File: src/hbs_pkg.sv
// Shared types and constants for the heightmap bump shading unit.
// No dependencies.
`default_nettype none
package hbs_pkg;

  // divider datapath widths
  localparam int DIV_RW = 24;
  localparam int DIV_LW = 29;
  localparam int DIV_CW = 5;

  localparam logic [DIV_CW-1:0] ITER_GRAD  = 5'd29;
  localparam logic [DIV_CW-1:0] ITER_NORM  = 5'd16;
  localparam logic [DIV_CW-1:0] ITER_NORMY = 5'd17;

  localparam logic [22:0]        GRAD_SAT = 23'h7F_FFFF;
  localparam logic signed [35:0] B_MAX    = 36'sh0_4000_0000;
  localparam logic [15:0]        BRIGHT_ONE = 16'h8000;

  localparam logic MODE_STORE = 1'b0;
  localparam logic MODE_SHADE = 1'b1;

  typedef struct packed {
    logic              start;
    logic [DIV_RW-1:0] rem0;
    logic [DIV_LW-1:0] lo;
    logic [DIV_RW-1:0] den;
    logic [DIV_CW-1:0] iters;
  } div_req_t;

  typedef struct packed {
    logic              busy;
    logic              done;
    logic [DIV_LW-1:0] quo;
  } div_rsp_t;

  typedef enum logic [3:0] {
    ST_IDLE, ST_READ, ST_GRAD_X, ST_GRAD_Z, ST_SQUARE, ST_SQRT,
    ST_NORM_X, ST_NORM_Y, ST_NORM_Z, ST_DOT, ST_DONE
  } state_t;

  typedef enum logic [2:0] {
    REG_LIGHT_X, REG_LIGHT_Y, REG_LIGHT_Z, REG_SPACING,
    REG_WRAP_EDGES, REG_MAP_WIDTH, REG_MAP_HEIGHT
  } reg_idx_t;

endpackage
`default_nettype wire

File: src/hbs_div.sv
// Iterative restoring divider, one quotient bit per cycle.
// Depends on hbs_pkg.
`default_nettype none
module hbs_div (
  input  logic             clk,
  input  logic             rst_n,
  input  hbs_pkg::div_req_t req,
  output hbs_pkg::div_rsp_t rsp
);
  import hbs_pkg::*;

  logic              busy_r, busy_nxt, done_r, done_nxt;
  logic [DIV_CW-1:0] cnt_r, cnt_nxt;
  logic [DIV_RW-1:0] rem_r, rem_nxt, den_r, den_nxt;
  logic [DIV_LW-1:0] lo_r, lo_nxt, q_r, q_nxt;
  logic [DIV_RW:0]   trial, diff;
  logic              ge;

  always_comb begin
    busy_nxt = busy_r;
    done_nxt = 1'b0;
    cnt_nxt  = cnt_r;
    rem_nxt  = rem_r;
    den_nxt  = den_r;
    lo_nxt   = lo_r;
    q_nxt    = q_r;
    trial    = {rem_r, lo_r[DIV_LW-1]};
    diff     = trial - {1'b0, den_r};
    ge       = (trial >= {1'b0, den_r});
    if (req.start) begin
      busy_nxt = 1'b1;
      cnt_nxt  = req.iters;
      rem_nxt  = req.rem0;
      den_nxt  = req.den;
      lo_nxt   = req.lo;
      q_nxt    = '0;
    end else if (busy_r) begin
      rem_nxt = ge ? diff[DIV_RW-1:0] : trial[DIV_RW-1:0];
      lo_nxt  = {lo_r[DIV_LW-2:0], 1'b0};
      q_nxt   = {q_r[DIV_LW-2:0], ge};
      cnt_nxt = cnt_r - 1'b1;
      if (cnt_r == 5'd1) begin
        busy_nxt = 1'b0;
        done_nxt = 1'b1;
      end
    end
  end

  always_ff @(posedge clk) begin
    if (!rst_n) begin
      busy_r <= 1'b0;
      done_r <= 1'b0;
      cnt_r  <= '0;
    end else begin
      busy_r <= busy_nxt;
      done_r <= done_nxt;
      cnt_r  <= cnt_nxt;
    end
    rem_r <= rem_nxt;
    den_r <= den_nxt;
    lo_r  <= lo_nxt;
    q_r   <= q_nxt;
  end

  assign rsp.busy = busy_r;
  assign rsp.done = done_r;
  assign rsp.quo  = q_r;

endmodule
`default_nettype wire

File: config.mk
export PLATFORM = sky130hd
export DESIGN_NAME = hbs_div
export DESIGN_NICKNAME = d
export VERILOG_FILES = /design/src/hbs_pkg.sv /design/src/hbs_div.sv
export SDC_FILE = /design/constraint.sdc
export NUM_CORES = 1
export LEC_CHECK = 0
export BUFFER_PORTS_ARGS = -buffer_cell sky130_fd_sc_hd__buf_2
export CAP_MARGIN = 20
export CORE_AREA = 2 2 112 114
export DETAILED_ROUTE_END_ITERATION = 7
export DIE_AREA = 0 0 114 116
export GPL_ROUTABILITY_DRIVEN = 0
export PLACE_DENSITY = 0.74
export SLEW_MARGIN = 15
export SYNTH_ARGS = -nofsm -noshare
export SYNTH_HDL_FRONTEND = slang
export SYNTH_SLANG_ARGS = --single-unit
File: constraint.sdc
create_clock -name clk -period 4.6 [get_ports clk]
set_clock_uncertainty 0.1 [all_clocks]
set_input_delay 0.23 -clock clk [delete_from_list [all_inputs] [get_ports clk]]
set_output_delay 0.23 -clock clk [all_outputs]
set_load 0.1 [all_outputs]
After elaboration in Yosys (flattened, before gate mapping). Cells that the tools add are included.

Register bits: 113. Input bits: 85.

Add/subtract/negate cells: 2. $lt $le $gt $ge: 1. Equal/unequal tests: 1. Multiplexer cells: 11. Bitwise gates (word level): 2. Reduce and logical (&&, ||, !) cells: 2.

Operators with widths (count): $mux W24 (3); $mux W29 (2); $ge A25 B24 Y1 (1); $sub A24 B24 Y24 (1); $mux W5 (2); $eq A5 B1 Y1 const B (1); $sub A5 B1 Y5 const B (1); $mux W1 (4); $reduce_or A3 Y1 (1); $not A1 Y1 (2); $reduce_bool A2 Y1 (1).

Logic depth before layout (Yosys ltp).
Depth in word-level cells: 4. Depth in mapped cells: 12. Depth with buffers taken out: 12.

Least setup slack after synthesis. No wires, ideal clock.

Path type: flip-flop to flip-flop. From: reg rem_r[7]. To: reg rem_r[23] (data pin). Arrival time: 2.434 ns. Required time: 4.239 ns. Path slack: 1.805 ns. Cell stages (with the launch flop): 11. Path buffers: 1. Period minus slack after synthesis: 2.795 ns. Cells stage by stage: edfxtp_1 > ha_1 > nand2_1 > or3_1 > a31o_2 > a31oi_4 > a21bo_1 > a21oi_1 > buf_2 > and3_1 > a221o_1.

Longest elaborated chain between the ends: 4. Elaborated cells between the ends (all ways): 5. Classes of those cells: add/sub: 1; order compare: 1; mux: 3.

RTL lines: start: declaration (line hbs_div.sv:14) `logic [DIV_RW-1:0] rem_r, rem_nxt, den_r, den_nxt;`; start signal: assignment (line hbs_div.sv:59) `rem_r <= rem_nxt;`; $sub A24 B24 Y24 / $ge A25 B24 Y1 (equally long branches) (line hbs_div.sv:28, hbs_div.sv:29); $mux W24 (*) (line hbs_div.sv:38) `rem_nxt = ge ? diff[DIV_RW-1:0] : trial[DIV_RW-1:0];`; $mux W24 (*) (line hbs_div.sv:37) `end else if (busy_r) begin`; $mux W24 (*) (line hbs_div.sv:30) `if (req.start) begin`; named net rem_nxt[23] (line hbs_div.sv:14).

Mark *: on every way through the listed nets, which the timed path passes. The rest lies on a longest branch. The select of a mux whose other input is x is not followed. A chain may end at the register's enable or synchronous reset.

Final worst setup path.
From: reg rem_r[7]. To: reg rem_r[18] (data pin).

The elaborated chain is that of the path after synthesis.

==> key figures <==
Layout
  – Final #Nets: 785
  – Diodes inserted: 0
  – Commonest cells after routing, fill and taps aside: buf_2 (114), edfxtp_1 (77), nor2_1 (52), mux2i_1 (43), a21oi_1 (40)
  – Area growth, synth to finish: 26.55%
  – Leading cell type in the layout, fill and taps excluded: buf_2
  – Share of cells above drive strength 1: between 20% and 30%

Synth
  – Number of flops mapped to enable cells by yosys: 77
  – Cell area after synthesis: 5862 sq um
  – Seq/Total Area, Yosys: 51.74%
  – Post-synth net total: 641
  – Leading area contributor after synthesis: edfxtp_1
  – Mean Syn Cell Area: 11.08 sq um
  – Flops & latches, synth: 113
  – Xor/xnor share of the synthesized area: 3.735%
  – Async set-reset flop share out of synthesis: 0%
  – Synth Warn #: 0
  – Post-synthesis mux area share: 12.91%
  – Top FF cell, synth: edfxtp_1
  – Compound-Gate Fraction of Synth Area: 11.12%
  – Synth area leaders: edfxtp_1 (39%), dfxtp_1 (12%), mux2i_1 (7.3%)
  – Netlist cell types: 46
  – Synth Area in Adders: 5.891%
  – Synth top area share: 39.45%
  – Largest family of logic cells by synthesized area: multiplexers
  – Mapped Cells: 529
  – Simple-Gate Fraction of Synth Area: 10.67%

Global route
  – Met3 usage: under 10%
  – Aggregate global-route resource usage: approximately a fifth
  – Met2 usage: 34.09%
  – Gr ovfl total: 0
  – Initial antenna violation count: 2
  – Vias in the first global route: 4412
  – Largest net degree at the start of global routing: 57
  – GRT met1 Usage: 24.08%
  – First-pass GRT wire length: ~21 mm
  – Busiest layer in global routing: met2

Placement
  – Dpl hpwl: 8.986 mm
  – IO Port Bufs: about 120

Setup path
  – Crit path DAT: 3.26 ns
  – WP data required: 4.74 ns
  – CP Capture Type: register
  – Crit path launch type: register
  – Cell mode on critical path: or3_1
  – Setup CP Type: reg -> reg
  – Cell Chain, Critical Path: ha_1, nand2_1, or3_1, a31o_2, a31oi_4, a21bo_1, a21oi_2, buf_4, or3_1, a2bb2oi_1
  – Maximum fanout along the worst path: 13
  – Critical path's largest stage delay: 0.39 ns
  – Slowest CP cell: edfxtp_1

Run status
  – Status: finished, final reports clean

Route
  – Final routed DRC violation total: 0
  – Final ANT Viol Nets: 0
  – Pre-Repair DR Iteration Count: 4
  – Number of vias per cell: ~5.4
  – Via count: between 4000 and 5000
  – DRT iter0 DRCs: about 240
  – WL per Instance: between 15 and 20 um
  – DRT Wirelength: 12.77 mm

Floorplanning
  – Total core area: around 12000 sq um
  – Initial cell density of the core: 49.21%
  – IO Pins: around 120
  – Die ar.: 13220 sq um
  – DIE WIDTH: 114 um
  – Num rows: 40
  – Die Y: 116 um

STA
  – Fmax: 0.3204 GHz
  – Setup TNS: 0 ns
  – RSZ-0062 raised after global routing: no
  – Final setup viols: 0
  – Max-slew violations: 0
  – Tmin final: 3.121 ns
  – Slew HR: 46.80%
  – Worst slew pin tran: 0.7980 ns
  – Final hold slack: ~0.016 ns
  – Final hold viol count: 0
  – Fin crit share: between 60 and 70%

Power
  – Max IR drop VDD: 0.0003298 V
  – Combinational fraction of design power: 29.6%
  – Switch share: a little under a third
  – P_leak: 3.245 nW
  – Total power draw: 3.536 mW
  – Flop pwr share: 36.5%
  – PD cells: 476.6 nW/um^2
  – Sw power: approximately 1.1 mW
  – Internal power: between 2 and 2.5 mW
  – Clock group share of total power: 33.9%

CTS
  – CTS tree: built
  – Postcts setup bufs: 0
  – Max H-tree Level: 4
  – TritonCTS buffer count: 17
  – Clock-pin slew on the worst setup and hold paths: ~0.06 ns
  – CTS root buffer: clkbuf_16
  – Clk sinks: around 110
  – Clk buf depth: 2
  – Clk_lat worst skew: ~0.42 ns

Hold path
  – Min-Delay Path Class: in -> reg

Job
  – Total of max-cap violations: 0
metrics by stage:
stage	std cells	utilization [%]	area (sq um)	worst slack, ns
after global placement	770	55.04	6556	1.611
after detailed placement	770	55.04	6556	1.526
after global routing	833	62.28	7418	1.228
after CTS	832	62.15	7403	1.491
final	833	62.28	7418	1.479
after floorplan	529	-	5862	1.805
flip-flops by register name, summed over array words and instances, names as in the netlist:
| register | flops |
|---|---|
| cnt_r | 5 |
| done_r | 1 |
| lo_r | 29 |
| busy_r | 1 |
| q_r | 29 |
| rem_r | 24 |
| den_r | 24 |
critical path, delay by kind of cell (launching register included):
kind                       cells  cell delay (ns)
DFF                            1             0.39
AOI/OAI and AO/OA              5             0.98
buffers and inverters          1             0.21
and+or+nand+nor                3             0.87
adders and majority gates      1             0.39
metal layers:
layer | share of wire, % | wire length [um]
met1 | 43 | 5474
met3 | 6.5 | 824
met4 | 1.0 | 128
met5 | 0.23 | 30
met2 | 49 | 6316
power groups by stage:
stage / Sequential, mW / Combinational, mW / Clock, mW
after floorplan: 1.30 / 0.788 / 0
after global placement: 1.30 / 0.984 / 0
after detailed placement: 1.31 / 1.01 / 0
after CTS: 1.29 / 1.04 / 1.22
after global routing: 1.30 / 1.16 / 1.27
final: 1.29 / 1.05 / 1.20
timing repair:
| item | in CTS | in global routing |
|---|---|---|
| gates resized for setup | 0 | 0 |
| hold buffers | 30 | 0 |
| hold endpoints to repair | 30 | 0 |
cell families after synthesis:
family / after synthesis
XOR/XNOR: 25
multiplexers: 72
buffers and inverters: 58
adder cells (fa/ha/maj): 27
AND/OR/NAND/NOR: 133
AO/OA/AOI/OAI: 101
flip-flops: 113
area by class of cell:
| cell class | count | area (sq um) |
|---|---|---|
| Fill cell | 982 | 4493 |
| Sequential cell | 113 | 3034 |
| Multi-Input combinational cell | 358 | 2603 |
| Timing Repair Buffer | 151 | 930.9 |
| Clock buffer | 21 | 470.5 |
| Tap cell | 147 | 183.9 |
| Inverter | 32 | 120.1 |
| Clock inverter | 11 | 76.32 |
worst paths after layout:
path / from / slack, ns / to / cells past startpoint
worst max-delay path: rem_r[7] / 1.48 / rem_r[18] / 10
worst min-delay path: req[41] / 0.02 / lo_r[12] / 2
worst max register to register: rem_r[7] / 1.48 / rem_r[18] / 10
worst min register to register: q_r[28] / 0.40 / q_r[28] / 2
synth_stat cells (all sizes together), types with 4 or more instances:
master,n
dfxtp,36
nor2b,6
buf,13
nand3,7
inv,32
and2,9
nor3,12
a211oi,4
mux2,29
a21o,10
a2bb2oi,5
and3,6
o21bai,4
or3,4
a31oi,4
xnor2,16
edfxtp,77
nand4,5
nor2,52
clkbuf,13
o21ai,16
a221o,4
nand2,24
ha,26
xor2,9
a21oi,41
nand2b,4
mux2i,43
Power figures use the tool's default switching activity.
